==> config.mk <==
export PLATFORM = sky130hd
export DESIGN_NAME = bytewise_modexp_cipher_flat
export DESIGN_NICKNAME = d
export VERILOG_FILES = /design/src/hw/rtl/bmc_pkg.sv /design/src/hw/rtl/bmc_in_if.sv /design/src/hw/rtl/bmc_out_if.sv /design/src/hw/rtl/bytewise_modexp_cipher.sv /design/src/flat_wrapper.sv
export SDC_FILE = /design/constraint.sdc
export NUM_CORES = 1
export LEC_CHECK = 0
export ABC_AREA = 1
export BUFFER_PORTS_ARGS = -buffer_cell sky130_fd_sc_hd__buf_2
export CAP_MARGIN = 20
export CORE_MARGIN = 4
export CORE_UTILIZATION = 58
export DETAILED_ROUTE_END_ITERATION = 16
export PLACE_DENSITY_LB_ADDON = 0.2
export SLEW_MARGIN = 40
export SYNTH_ARGS = -nofsm -noshare
export SYNTH_HDL_FRONTEND = slang
export SYNTH_SLANG_ARGS = --single-unit
==> constraint.sdc <==
create_clock -name clk_i -period 5.2 [get_ports clk_i]
set_input_delay 0.26 -clock clk_i [delete_from_list [all_inputs] [get_ports clk_i]]
set_output_delay 0.26 -clock clk_i [all_outputs]
set_load 0.1 [all_outputs]
==> src/hw/rtl/bmc_pkg.sv <==
// Shared types and constants for the byte-wise modular exponentiation cipher.
// No dependencies; imported by the channel interfaces and the top level.
package bmc_pkg;

  localparam int BYTE_W      = 8;
  localparam int GROUP_BYTES = 8;
  localparam int GROUP_W     = BYTE_W * GROUP_BYTES;
  localparam int EXP_W       = 32;
  localparam int MOD_REG_W   = 32;
  localparam int CFG_IDX_W   = 2;
  localparam int CFG_DATA_W  = 32;
  localparam int HELD_W      = $clog2(GROUP_BYTES);
  localparam int OCNT_W      = $clog2(GROUP_BYTES) + 1;
  localparam int EBIT_W      = $clog2(EXP_W);
  localparam int CNT_W       = $clog2(GROUP_W);
  localparam int MIN_MODULUS = 256;

  localparam logic [CFG_IDX_W-1:0] CFG_MODE     = 2'd0;
  localparam logic [CFG_IDX_W-1:0] CFG_EXPONENT = 2'd1;
  localparam logic [CFG_IDX_W-1:0] CFG_MODULUS  = 2'd2;

  localparam logic MODE_ENCRYPT = 1'b0;

  typedef enum logic [1:0] {
    ERR_OK      = 2'd0,
    ERR_MODULUS = 2'd1,
    ERR_GROUP   = 2'd2
  } err_e;

  typedef enum logic [2:0] {
    S_IDLE,
    S_RED,
    S_EBIT,
    S_MULR,
    S_SQR,
    S_DONE
  } state_e;

endpackage

==> src/hw/rtl/bmc_in_if.sv <==
// Input channel: one byte per beat with an end-of-message flag.
// Depends on bmc_pkg for the byte width.
interface bmc_in_if import bmc_pkg::*; ();
  logic              valid;
  logic              ready;
  logic [BYTE_W-1:0] data_byte;
  logic              end_of_message;

  modport source(output valid, output data_byte, output end_of_message, input ready);
  modport sink(input valid, input data_byte, input end_of_message, output ready);
endinterface

==> src/hw/rtl/bmc_out_if.sv <==
// Output channel: one result byte per beat with last marker and error code.
// Depends on bmc_pkg for the byte width.
interface bmc_out_if import bmc_pkg::*; ();
  logic              valid;
  logic              ready;
  logic [BYTE_W-1:0] out_byte;
  logic              last_of_run;
  logic [1:0]        error;

  modport source(output valid, output out_byte, output last_of_run, output error, input ready);
  modport sink(input valid, input out_byte, input last_of_run, input error, output ready);
endinterface

==> src/hw/rtl/bytewise_modexp_cipher.sv <==
// Top level of the byte-wise modular exponentiation cipher.
// Depends on bmc_pkg, bmc_in_if and bmc_out_if.
//
// Usage:
//   Configure mode, exponent and modulus through the write port (cfg_we_i,
//   cfg_idx_i, cfg_wdata_i) while the block is idle. Feed bytes on byte_in;
//   results leave on byte_out. Encrypt: each byte gives eight big-endian
//   result beats, the eighth marked last. Decrypt: every eighth byte gives
//   one result beat; an earlier end-of-message gives one error beat.
//   A bad modulus (256 or less) gives one error beat per encrypt byte or
//   completed decrypt group.
// Operation, with NW = min(MOD_BITS, 32): for each of the 32 exponent bits,
//   from the lowest up, the result is multiplied by the base if the bit is set
//   and the base is then squared; decrypt first reduces the group bit by bit. All
//   work runs on one shared bit-serial modular multiplier that steps through the
//   NW multiplier bits, one bit per cycle, so one item occupies the block until done.
//   Partial decrypt bytes and error cases skip the multiplier.
// byte_in.ready is high only between items. Results sit in an output buffer,
//   so the next item is accepted and computed while the receiver stalls.
// Reset: mode encrypt, exponent 3, modulus 0, decrypt group empty.
module bytewise_modexp_cipher import bmc_pkg::*; #(
  parameter int MOD_BITS = 32
) (
  input  logic                  clk_i,
  input  logic                  rst_ni,
  input  logic                  cfg_we_i,
  input  logic [CFG_IDX_W-1:0]  cfg_idx_i,
  input  logic [CFG_DATA_W-1:0] cfg_wdata_i,
  bmc_in_if.sink                byte_in,
  bmc_out_if.source             byte_out
);

  localparam int NW = (MOD_BITS < MOD_REG_W) ? MOD_BITS : MOD_REG_W;

  state_e               state_q, state_d;
  logic                 mode_q;
  logic [EXP_W-1:0]     exp_cfg_q;
  logic [MOD_REG_W-1:0] modulus_q;
  logic [GROUP_W-1:0]   gv_q, gv_d;
  logic [HELD_W-1:0]    held_q, held_d;
  logic [GROUP_W-1:0]   red_v_q, red_v_d;
  logic [NW-1:0]        result_q, result_d;
  logic [NW-1:0]        base_q, base_d;
  logic [NW-1:0]        ma_q, ma_d;
  logic [NW-1:0]        mb_q, mb_d;
  logic [NW-1:0]        acc_q, acc_d;
  logic [EXP_W-1:0]     exp_q, exp_d;
  logic [EBIT_W-1:0]    ebit_q, ebit_d;
  logic [CNT_W-1:0]     cnt_q, cnt_d;
  err_e                 perr_q, perr_d;
  logic [GROUP_W-1:0]   obuf_q, obuf_d;
  logic [OCNT_W-1:0]    ocnt_q, ocnt_d;
  err_e                 oerr_q, oerr_d;
  logic                 ovalid_q, ovalid_d;

  logic [NW-1:0]        n_w;
  logic                 bad;
  logic                 in_beat;
  logic                 out_beat;
  logic [GROUP_W-1:0]   gv_next;
  logic [NW:0]          red_t;
  logic [NW-1:0]        red_r;
  logic [NW:0]          sum_acc;
  logic [NW-1:0]        acc_add;
  logic [NW:0]          sum_dbl;
  logic [NW-1:0]        ma_dbl;
  logic [NW-1:0]        acc_step;
  logic                 mul_last;

  assign n_w      = modulus_q[NW-1:0];
  assign bad      = (n_w <= NW'(MIN_MODULUS));
  assign in_beat  = byte_in.valid && byte_in.ready;
  assign out_beat = ovalid_q && byte_out.ready;
  assign gv_next  = {gv_q[GROUP_W-BYTE_W-1:0], byte_in.data_byte};

  assign red_t = {base_q, red_v_q[GROUP_W-1]};
  assign red_r = (red_t >= {1'b0, n_w}) ? NW'(red_t - {1'b0, n_w}) : red_t[NW-1:0];

  assign sum_acc  = {1'b0, acc_q} + {1'b0, ma_q};
  assign acc_add  = (sum_acc >= {1'b0, n_w}) ? NW'(sum_acc - {1'b0, n_w}) : sum_acc[NW-1:0];
  assign sum_dbl  = {1'b0, ma_q} + {1'b0, ma_q};
  assign ma_dbl   = (sum_dbl >= {1'b0, n_w}) ? NW'(sum_dbl - {1'b0, n_w}) : sum_dbl[NW-1:0];
  assign acc_step = mb_q[0] ? acc_add : acc_q;
  assign mul_last = (cnt_q == CNT_W'(NW - 1));

  assign byte_in.ready        = (state_q == S_IDLE);
  assign byte_out.valid       = ovalid_q;
  assign byte_out.out_byte    = obuf_q[GROUP_W-1 -: BYTE_W];
  assign byte_out.last_of_run = (ocnt_q == OCNT_W'(1));
  assign byte_out.error       = oerr_q;

  always_comb begin
    state_d  = state_q;
    gv_d     = gv_q;
    held_d   = held_q;
    red_v_d  = red_v_q;
    result_d = result_q;
    base_d   = base_q;
    ma_d     = ma_q;
    mb_d     = mb_q;
    acc_d    = acc_q;
    exp_d    = exp_q;
    ebit_d   = ebit_q;
    cnt_d    = cnt_q;
    perr_d   = perr_q;
    obuf_d   = obuf_q;
    ocnt_d   = ocnt_q;
    oerr_d   = oerr_q;
    ovalid_d = ovalid_q;

    // drain the output buffer one byte per beat
    if (out_beat) begin
      obuf_d = {obuf_q[GROUP_W-BYTE_W-1:0], BYTE_W'(0)};
      ocnt_d = ocnt_q - OCNT_W'(1);
      if (ocnt_q == OCNT_W'(1)) begin
        ovalid_d = 1'b0;
      end
    end

    case (state_q)
      S_IDLE: begin
        if (in_beat) begin
          if (mode_q == MODE_ENCRYPT) begin
            if (bad) begin
              perr_d  = ERR_MODULUS;
              state_d = S_DONE;
            end else begin
              perr_d   = ERR_OK;
              base_d   = NW'(byte_in.data_byte);
              result_d = NW'(1);
              exp_d    = exp_cfg_q;
              ebit_d   = '0;
              state_d  = S_EBIT;
            end
          end else if (held_q != HELD_W'(GROUP_BYTES - 1)) begin
            if (byte_in.end_of_message) begin
              gv_d    = '0;
              held_d  = '0;
              perr_d  = ERR_GROUP;
              state_d = S_DONE;
            end else begin
              gv_d   = gv_next;
              held_d = held_q + HELD_W'(1);
            end
          end else begin
            gv_d   = '0;
            held_d = '0;
            if (bad) begin
              perr_d  = ERR_MODULUS;
              state_d = S_DONE;
            end else begin
              perr_d  = ERR_OK;
              red_v_d = gv_next;
              base_d  = '0;
              cnt_d   = '0;
              state_d = S_RED;
            end
          end
        end
      end
      S_RED: begin
        base_d  = red_r;
        red_v_d = {red_v_q[GROUP_W-2:0], 1'b0};
        cnt_d   = cnt_q + CNT_W'(1);
        if (cnt_q == CNT_W'(GROUP_W - 1)) begin
          result_d = NW'(1);
          exp_d    = exp_cfg_q;
          ebit_d   = '0;
          state_d  = S_EBIT;
        end
      end
      S_EBIT: begin
        cnt_d = '0;
        acc_d = '0;
        if (exp_q[0]) begin
          ma_d    = result_q;
          mb_d    = base_q;
          state_d = S_MULR;
        end else begin
          ma_d    = base_q;
          mb_d    = base_q;
          state_d = S_SQR;
        end
      end
      S_MULR: begin
        acc_d = acc_step;
        ma_d  = ma_dbl;
        mb_d  = mb_q >> 1;
        cnt_d = cnt_q + CNT_W'(1);
        if (mul_last) begin
          result_d = acc_step;
          ma_d     = base_q;
          mb_d     = base_q;
          acc_d    = '0;
          cnt_d    = '0;
          state_d  = S_SQR;
        end
      end
      S_SQR: begin
        acc_d = acc_step;
        ma_d  = ma_dbl;
        mb_d  = mb_q >> 1;
        cnt_d = cnt_q + CNT_W'(1);
        if (mul_last) begin
          base_d = acc_step;
          exp_d  = exp_q >> 1;
          ebit_d = ebit_q + EBIT_W'(1);
          if (ebit_q == EBIT_W'(EXP_W - 1)) begin
            state_d = S_DONE;
          end else begin
            state_d = S_EBIT;
          end
        end
      end
      S_DONE: begin
        if (!ovalid_q) begin
          ovalid_d = 1'b1;
          oerr_d   = perr_q;
          if (perr_q != ERR_OK) begin
            obuf_d = '0;
            ocnt_d = OCNT_W'(1);
          end else if (mode_q == MODE_ENCRYPT) begin
            obuf_d = GROUP_W'(result_q);
            ocnt_d = OCNT_W'(GROUP_BYTES);
          end else begin
            obuf_d = {result_q[BYTE_W-1:0], (GROUP_W - BYTE_W)'(0)};
            ocnt_d = OCNT_W'(1);
          end
          state_d = S_IDLE;
        end
      end
      default: begin
        state_d = S_IDLE;
      end
    endcase
  end

  always_ff @(posedge clk_i or negedge rst_ni) begin
    if (!rst_ni) begin
      state_q   <= S_IDLE;
      mode_q    <= MODE_ENCRYPT;
      exp_cfg_q <= EXP_W'(3);
      modulus_q <= '0;
      gv_q      <= '0;
      held_q    <= '0;
      ocnt_q    <= '0;
      ovalid_q  <= 1'b0;
    end else begin
      state_q  <= state_d;
      gv_q     <= gv_d;
      held_q   <= held_d;
      ocnt_q   <= ocnt_d;
      ovalid_q <= ovalid_d;
      if (cfg_we_i) begin
        case (cfg_idx_i)
          CFG_MODE:     mode_q    <= cfg_wdata_i[0];
          CFG_EXPONENT: exp_cfg_q <= cfg_wdata_i[EXP_W-1:0];
          CFG_MODULUS:  modulus_q <= cfg_wdata_i[MOD_REG_W-1:0];
          default: begin
          end
        endcase
      end
    end
  end

  always_ff @(posedge clk_i) begin
    red_v_q  <= red_v_d;
    result_q <= result_d;
    base_q   <= base_d;
    ma_q     <= ma_d;
    mb_q     <= mb_d;
    acc_q    <= acc_d;
    exp_q    <= exp_d;
    ebit_q   <= ebit_d;
    cnt_q    <= cnt_d;
    perr_q   <= perr_d;
    obuf_q   <= obuf_d;
    oerr_q   <= oerr_d;
  end

  a_ovalid_cnt: assert property (@(posedge clk_i) disable iff (!rst_ni)
    ovalid_q |-> (ocnt_q != '0) && (ocnt_q <= OCNT_W'(GROUP_BYTES)))
    else $error("output buffer valid with bad count");

  a_group_clear: assert property (@(posedge clk_i) disable iff (!rst_ni)
    (in_beat && (mode_q != MODE_ENCRYPT) && (held_q == HELD_W'(GROUP_BYTES - 1)))
      |=> (held_q == '0) && (gv_q == '0))
    else $error("decrypt group not cleared after eighth byte");

  a_err_single: assert property (@(posedge clk_i) disable iff (!rst_ni)
    (ovalid_q && (oerr_q != ERR_OK))
      |-> (ocnt_q == OCNT_W'(1)) && (obuf_q[GROUP_W-1 -: BYTE_W] == '0))
    else $error("error result not a single zero byte");

  a_done_load: assert property (@(posedge clk_i) disable iff (!rst_ni)
    ((state_q == S_DONE) && !ovalid_q) |=> ovalid_q && (state_q == S_IDLE))
    else $error("finished item not loaded into output buffer");

endmodule

==> src/flat_wrapper.sv <==
// flat-port wrapper written by rule: the top's interface ports become plain ports
module bytewise_modexp_cipher_flat import bmc_pkg::*;
#(
  parameter int MOD_BITS = 32
)
  (clk_i, rst_ni, cfg_we_i, cfg_idx_i, cfg_wdata_i, byte_in_valid, byte_in_data_byte, byte_in_end_of_message, byte_in_ready, byte_out_valid, byte_out_out_byte, byte_out_last_of_run, byte_out_error, byte_out_ready);
  bmc_in_if byte_in_i ();
  bmc_out_if byte_out_i ();
  input  logic clk_i;
  input  logic rst_ni;
  input  logic cfg_we_i;
  input  logic [CFG_IDX_W-1:0] cfg_idx_i;
  input  logic [CFG_DATA_W-1:0] cfg_wdata_i;
  input wire logic [$bits(byte_in_i.valid)-1:0] byte_in_valid;
  input wire logic [$bits(byte_in_i.data_byte)-1:0] byte_in_data_byte;
  input wire logic [$bits(byte_in_i.end_of_message)-1:0] byte_in_end_of_message;
  output wire logic [$bits(byte_in_i.ready)-1:0] byte_in_ready;
  output wire logic [$bits(byte_out_i.valid)-1:0] byte_out_valid;
  output wire logic [$bits(byte_out_i.out_byte)-1:0] byte_out_out_byte;
  output wire logic [$bits(byte_out_i.last_of_run)-1:0] byte_out_last_of_run;
  output wire logic [$bits(byte_out_i.error)-1:0] byte_out_error;
  input wire logic [$bits(byte_out_i.ready)-1:0] byte_out_ready;
  assign byte_in_i.valid = byte_in_valid;
  assign byte_in_i.data_byte = byte_in_data_byte;
  assign byte_in_i.end_of_message = byte_in_end_of_message;
  assign byte_in_ready = byte_in_i.ready;
  assign byte_out_valid = byte_out_i.valid;
  assign byte_out_out_byte = byte_out_i.out_byte;
  assign byte_out_last_of_run = byte_out_i.last_of_run;
  assign byte_out_error = byte_out_i.error;
  assign byte_out_i.ready = byte_out_ready;
  bytewise_modexp_cipher #(.MOD_BITS(MOD_BITS)) u_core (.clk_i(clk_i), .rst_ni(rst_ni), .cfg_we_i(cfg_we_i), .cfg_idx_i(cfg_idx_i), .cfg_wdata_i(cfg_wdata_i), .byte_in(byte_in_i), .byte_out(byte_out_i));
endmodule
Yosys cells after proc, flatten, opt, wreduce, memory -nomap -nowiden
Index checks and enable logic that the tools add are counted.
Word-level totals
  flip-flop bits (word level): 467
  bits in latches: 0
  bits in writable memories: 0
  ROM bits: 0
  input port bits: 48
  output and inout port bits: 13
  word-level logic and storage cells: 162
  memories kept: 0
Operators by class
  add/subtract/negate cells: 9
  $mul: 0
  div/mod/pow operators: 0
  order comparisons: 4
  equal/unequal tests: 24
  shifts and indexed selects: 0
  muxes and demuxes: 81
  bitwise logic cells: 1
  reductions and logical operators: 23
Operator list (number)
  32-bit 2-to-1 mux: 23
  64-bit 2-to-1 mux: 9
  32-bit one-hot mux with 3 select lines: 6
  64-bit one-hot mux with 2 select lines: 1
  56-bit 2-to-1 mux: 2
  33-bit by 32-bit >= comparator with 1-bit output: 3
  32-bit subtractor: 3
  32-bit by 32-bit adder with 33-bit output: 2
  3-bit 2-to-1 mux: 14
  32-bit by 9-bit less-or-equal comparator with 1-bit output, second input constant: 1
  6-bit 2-to-1 mux: 5
  5-bit 2-to-1 mux: 5
  6-bit one-hot mux with 4 select lines: 1
  4-bit 2-to-1 mux: 5
  3-bit one-hot mux with 6 select lines: 1
  6-bit AND reduction: 3
  5-bit one-hot mux with 3 select lines: 1
  5-bit AND reduction: 3
  2-bit inequality test, second input constant: 6
  3-bit inequality test, second input constant: 3
  3-bit nonzero test: 3
  2-bit AND reduction: 4
  6-bit by 1-bit adder with 6-bit output, second input constant: 1
  3-bit by 2-bit equality test with 1-bit output, second input constant: 2
  23 further kinds: 35

Logic depth before layout (Yosys ltp)
  word-level depth: 6
  mapped depth: 30
  gate-level depth less buffers: 29

Worst setup path after synthesis
No wires, ideal clock.
  path type: reg2reg
  start point: reg u_core.state_q[0]
  end point: reg u_core.red_v_q[0], enable pin
  setup time: 0.508 ns
  arrival: 4.398 ns
  data required time: 4.692 ns
  path slack: 0.294 ns
  cell stages (with the launch flop): 6
  path buffers: 0
  period minus slack after synthesis: 4.906 ns
  cell sequence: dfrtp_1 -> nor2_1 -> inv_1 -> nor2_4 -> nand2_1 -> a21oi_1
Between the ends
  longest elaborated chain between the ends: 4
  elaborated cells on any way between the ends: 9
  classes of those cells: eq/ne (5); reduce/logical (4)
RTL lines
  start, declared: RTL line bytewise_modexp_cipher.sv:35  | state_e state_q, state_d;
  start signal, assigned: RTL line bytewise_modexp_cipher.sv:249  | state_q <= state_d;
  3-bit zero test (*): RTL line bytewise_modexp_cipher.sv:86  | assign byte_in.ready = (state_q == S_IDLE);
  named net byte_in_ready: RTL line flat_wrapper.sv:17  | output wire logic [$bits(byte_in_i.ready)-1:0] byte_in_ready;
  1-bit logical AND: RTL line bytewise_modexp_cipher.sv:72  | assign in_beat = byte_in.valid && byte_in.ready;
  2-bit inequality test (no line)
  5-bit AND reduction (no line) (*)
  end signal, assigned: RTL line bytewise_modexp_cipher.sv:267  | red_v_q <= red_v_d;
  end, declared: RTL line bytewise_modexp_cipher.sv:41  | logic [GROUP_W-1:0] red_v_q, red_v_d;
The timed path passes the listed nets; every way through them passes the cells marked *.
A chain may end at the register's enable or synchronous reset.

Worst setup path in the final report
  start point: reg u_core.ma_q[22]
  end point: reg u_core.acc_q[22], data pin
Between the ends
  longest elaborated chain between the ends: 6
  elaborated cells on any way between the ends: 7
  classes of those cells: add/sub (2); order compare (1); mux (4)
RTL lines
  start, declared: RTL line bytewise_modexp_cipher.sv:44  | logic [NW-1:0] ma_q, ma_d;
  start signal, assigned: RTL line bytewise_modexp_cipher.sv:270  | ma_q <= ma_d;
  32-bit by 32-bit adder with 33-bit output (*): RTL line bytewise_modexp_cipher.sv:79  | assign sum_acc = {1'b0, acc_q} + {1'b0, ma_q};
  32-bit subtractor or 33-bit by 32-bit >= comparator with 1-bit output (tied branches): RTL line bytewise_modexp_cipher.sv:80  | assign acc_add = (sum_acc >= {1'b0, n_w}) ? NW'(sum_acc - {1'b0, n_w}) : sum_acc[NW-1:0];
  32-bit 2-to-1 mux (*): RTL line bytewise_modexp_cipher.sv:80
  32-bit 2-to-1 mux (*): RTL line bytewise_modexp_cipher.sv:83  | assign acc_step = mb_q[0] ? acc_add : acc_q;
  32-bit 2-to-1 mux: RTL line bytewise_modexp_cipher.sv:190  | if (mul_last) begin
  32-bit one-hot mux with 3 select lines (*): RTL line bytewise_modexp_cipher.sv:120  | case (state_q)
  named net u_core.acc_d[22]: RTL line bytewise_modexp_cipher.sv:46  | logic [NW-1:0] acc_q, acc_d;
  end signal, assigned: RTL line bytewise_modexp_cipher.sv:272  | acc_q <= acc_d;
  end, declared: RTL line bytewise_modexp_cipher.sv:46
Marks and branches as above.

==> Implementation_results.wiki <==
{| class="wikitable"
! Metric !! Value
|-
| Maximum fanout along the worst path || 32
|-
| DRC Markers || 0
|-
| Hold depth || 3
|-
| Number of cells on the worst reg-to-reg path || 19
|-
| Effective utilization at floorplan || 59.2%
|-
| Required time worst endpoint || between 5 and 6 ns
|-
| Antenna Nets Post-Route || 0
|-
| Design area || 32700 sq um
|-
| Clock latency of the later-clocked register in the worst-skew pair || approximately 0.6 ns
|-
| Die outline width || between 200 and 250 microns
|-
| Number of clock sinks seen by CTS || 467
|-
| Kind of launch point of the worst setup path || flip-flop
|-
| Crit path max-delay cell type || nor3b_1
|-
| Number of buffers inserted during clock tree synthesis || 49
|-
| Register-to-Register Setup Slack || between 0.2 and 0.25 ns
|-
| Total number of vias || between 20000 and 30000
|-
| Commonest cells after routing, fill and taps aside || nand2_1 (1154), inv_1 (465), nor2_1 (311)
|-
| Critical path arrival || 5.31 ns
|-
| Reg clk slew, reported paths || roughly 0.06 ns
|-
| Cell area after technology mapping || roughly 30000 sq um
|-
| Fmax || roughly 200 MHz
|-
| Clock tree from TritonCTS || built
|-
| Number of antenna violations at the first check in global routing || 4
|-
| Initial DRC count || 3330
|-
| Vias in the first global route || 25400
|-
| Total Die Area || 55300 sq um
|-
| Total half-perimeter wirelength after legalization and detailed placement || between 70000 and 80000 microns
|-
| Aggregate routed wire length || 104000 microns
|-
| Number of levels in the clock H-tree || 2
|-
| Final Hold Fails || 0
|-
| Number of top-level design ports || 61
|-
| Outcome || complete, no violations
|-
| Worst setup skew after layout || 0.0323 ns
|-
| Synthesized instance count || ~3900
|-
| Worst setup EP type || flip-flop
|-
| Number of enable flip-flop cells after synthesis || 271
|-
| RSZ-0062 raised after global routing || no
|-
| YS warnings || 0
|-
| Period utilisation layout || 96.0%
|-
| Pin count of the biggest net entering global routing || approximately 100
|-
| Routability congestion estimate || 1.08
|-
| Router iterations before antenna repair || 6
|-
| Final setup fails || 0
|-
| Startpoint of the tightest hold check path || cfg_wdata_i[0]
|-
| Syn avg cell area || 7.62 sq um
|-
| Final period demand of the worst path || 4.99 ns
|-
| Hold-fix buffer count after cts || 41
|-
| Master cell of the clock root buffer || clkbuf_16
|-
| CORE AREA || 50600 sq um
|-
| Post-synth cell types || 59
|-
| Critical path launch point || u_core.ma_q[22]
|-
| Register bit count reported by yosys || 467
|-
| Layout overhead on the synthesized area || 9.34%
|-
| Worst r2r src || u_core.ma_q[22]
|-
| Global route overflow || 0
|-
| Worst hold path endpoint || u_core.exp_cfg_q[0]
|-
| Port Buffers || 60
|-
| Cell Chain, Critical Path || ha_1 -> nand2_1 -> nor2_1 -> nor3b_1 -> o21ai_0 -> nand3_1 -> nand2_1 -> nand2_1 -> ha_1 -> nand2_1 -> o21ai_0 -> a21oi_1 -> nand3_2 -> nand2_4 -> nand2_8 -> nand3_2 -> nand3_2 -> nand2_1 -> nor2_1
|-
| Commonest non-fill, non-tap cell in the layout || nand2_1
|-
| Maximum capacitance violations || 0
|-
| Die outline height || 235 microns
|-
| Total track usage || 36.4%
|-
| Vias per inst || a little under 6
|-
| Routed WL per cell || 22.2 microns
|-
| Kind of critical path || flip-flop to flip-flop
|-
| Dominant register cell in the synthesized netlist || edfxtp_1
|-
| Sum of negative setup slack || 0 ns
|-
| Layout cell share with drive strength beyond 1 || under 10%
|-
| Cell occurring most often along the worst timing path || nand2_1
|-
| Count of standard-cell rows || a little over 80
|-
| Least-Margin Pin Slew || 0.908 ns
|-
| Longest individual stage delay on the worst path || 0.53 ns
|-
| Register area share after synthesis || 42.5%
|-
| Endpoint of the worst-slack reg-to-reg timing path || u_core.acc_q[22]
|-
| Nets in the synthesized netlist || 4113
|-
| Worst hold margin || 0.0322 ns
|-
| First-pass GRT wire length || 156000 microns
|-
| Max clock buf depth || 3
|-
| Placement Cell Area || ~31000 sq um
|-
| Relative max-transition margin || 38.8%
|-
| Quantity of gates resized following cts || 0
|-
| Classification of the worst-slack hold path || input pin to flip-flop
|-
| Nets || ~4200
|-
| Setup repair bufs after CTS || 0
|-
| Asr flop ratio synth || 28.3%
|-
| Fin. max-slew vios || 0
|}
==> per-stage QoR <==
| stage | util (%) | worst slack, ns | std cells |
|---|---|---|---|
| after detailed placement | 60.8 | 0.521 | 4544 |
| after global routing | 64.7 | 0.0354 | 4676 |
| after floorplan | - | 0.294 | 3926 |
| final | 64.7 | 0.206 | 4681 |
| after CTS | 64.7 | 0.502 | 4676 |
| after global placement | 60.7 | 0.422 | 4543 |
==> flip-flops by register name, indices dropped and copies added (netlist names), 32 cells and up <==
name and cells:
u_core.exp_cfg_q 32, u_core.result_q 32, u_core.acc_q 32, u_core.ma_q 32, u_core.obuf_q 64, u_core.base_q 32
u_core.modulus_q 32, u_core.red_v_q 64, u_core.mb_q 32, u_core.exp_q 32, u_core.gv_q 56
==> layout make-up <==
cell class | instances | area (sq um)
antenna | 5 | 12.5
clock buffer | 67 | 1380
clock inverter | 24 | 193
fill | 4413 | 17900
inverter | 479 | 1800
multi-input combinational | 2834 | 14800
sequential | 467 | 12700
tap | 672 | 841
timing repair buffer | 133 | 972
==> synth_stat cells, types with 33 or more instances <==
| master | instances | area [sq um] |
|---|---|---|
| o211ai_1 | 46 | 345 |
| xnor2_1 | 33 | 289 |
| o22ai_1 | 82 | 513 |
| o21ai_0 | 278 | 1390 |
| nor2_1 | 315 | 1180 |
| edfxtp_1 | 271 | 8140 |
| a21oi_1 | 172 | 861 |
| clkbuf_1 | 93 | 349 |
| ha_1 | 135 | 1690 |
| o21ai_1 | 35 | 175 |
| dfrtp_1 | 130 | 3250 |
| dfxtp_1 | 64 | 1280 |
| xor2_1 | 42 | 368 |
| nand3_1 | 234 | 1170 |
| nand2_1 | 1158 | 4350 |
| inv_1 | 465 | 1750 |
==> critical path: cells and delay by family (launching register included) <==
family / cells / cell delay, ns
AO/OA/AOI/OAI: 3 / 0.82
AND/OR/NAND/NOR: 14 / 2.58
adder cells (fa/ha/maj): 2 / 0.80
flip-flops: 1 / 0.51
==> how the worst max path moves through the flow <==
stage	end	slack, ns	depth (start not counted)
floorplan	u_core.red_v_q[0]	0.29	5
global placement	u_core.result_q[6]	0.42	18
detailed placement	u_core.base_q[6]	0.52	19
CTS	u_core.base_q[6]	0.50	19
global route	u_core.base_q[31]	0.04	21
finish	u_core.acc_q[22]	0.21	19
==> kinds of logic (layout without fill, tap and decap cells) <==
group	count (synthesis)	after routing	share of synthesized area, %
compound gates	718	718	13.8
xor+xnor	75	75	2.19
fa+ha+maj	139	139	5.91
buf+inv	625	703	8.40
flops	467	467	42.5
other cells	0	5	0
simple gates	1902	1902	27.2
==> metal layers <==
layer  vias to the layer above  global-route usage, %  share of wire (%)
met4                         2                   18.5                6.5
met3                       292                   7.86                9.8
li1                      13100                      -                  -
met1                     13000                   50.7                 41
met2                      1474                   54.1                 43
met5                         -                      0              0.048
Power is not shown: default switching activity piles up to over one toggle a cycle in this logic, so the estimate is an artifact.
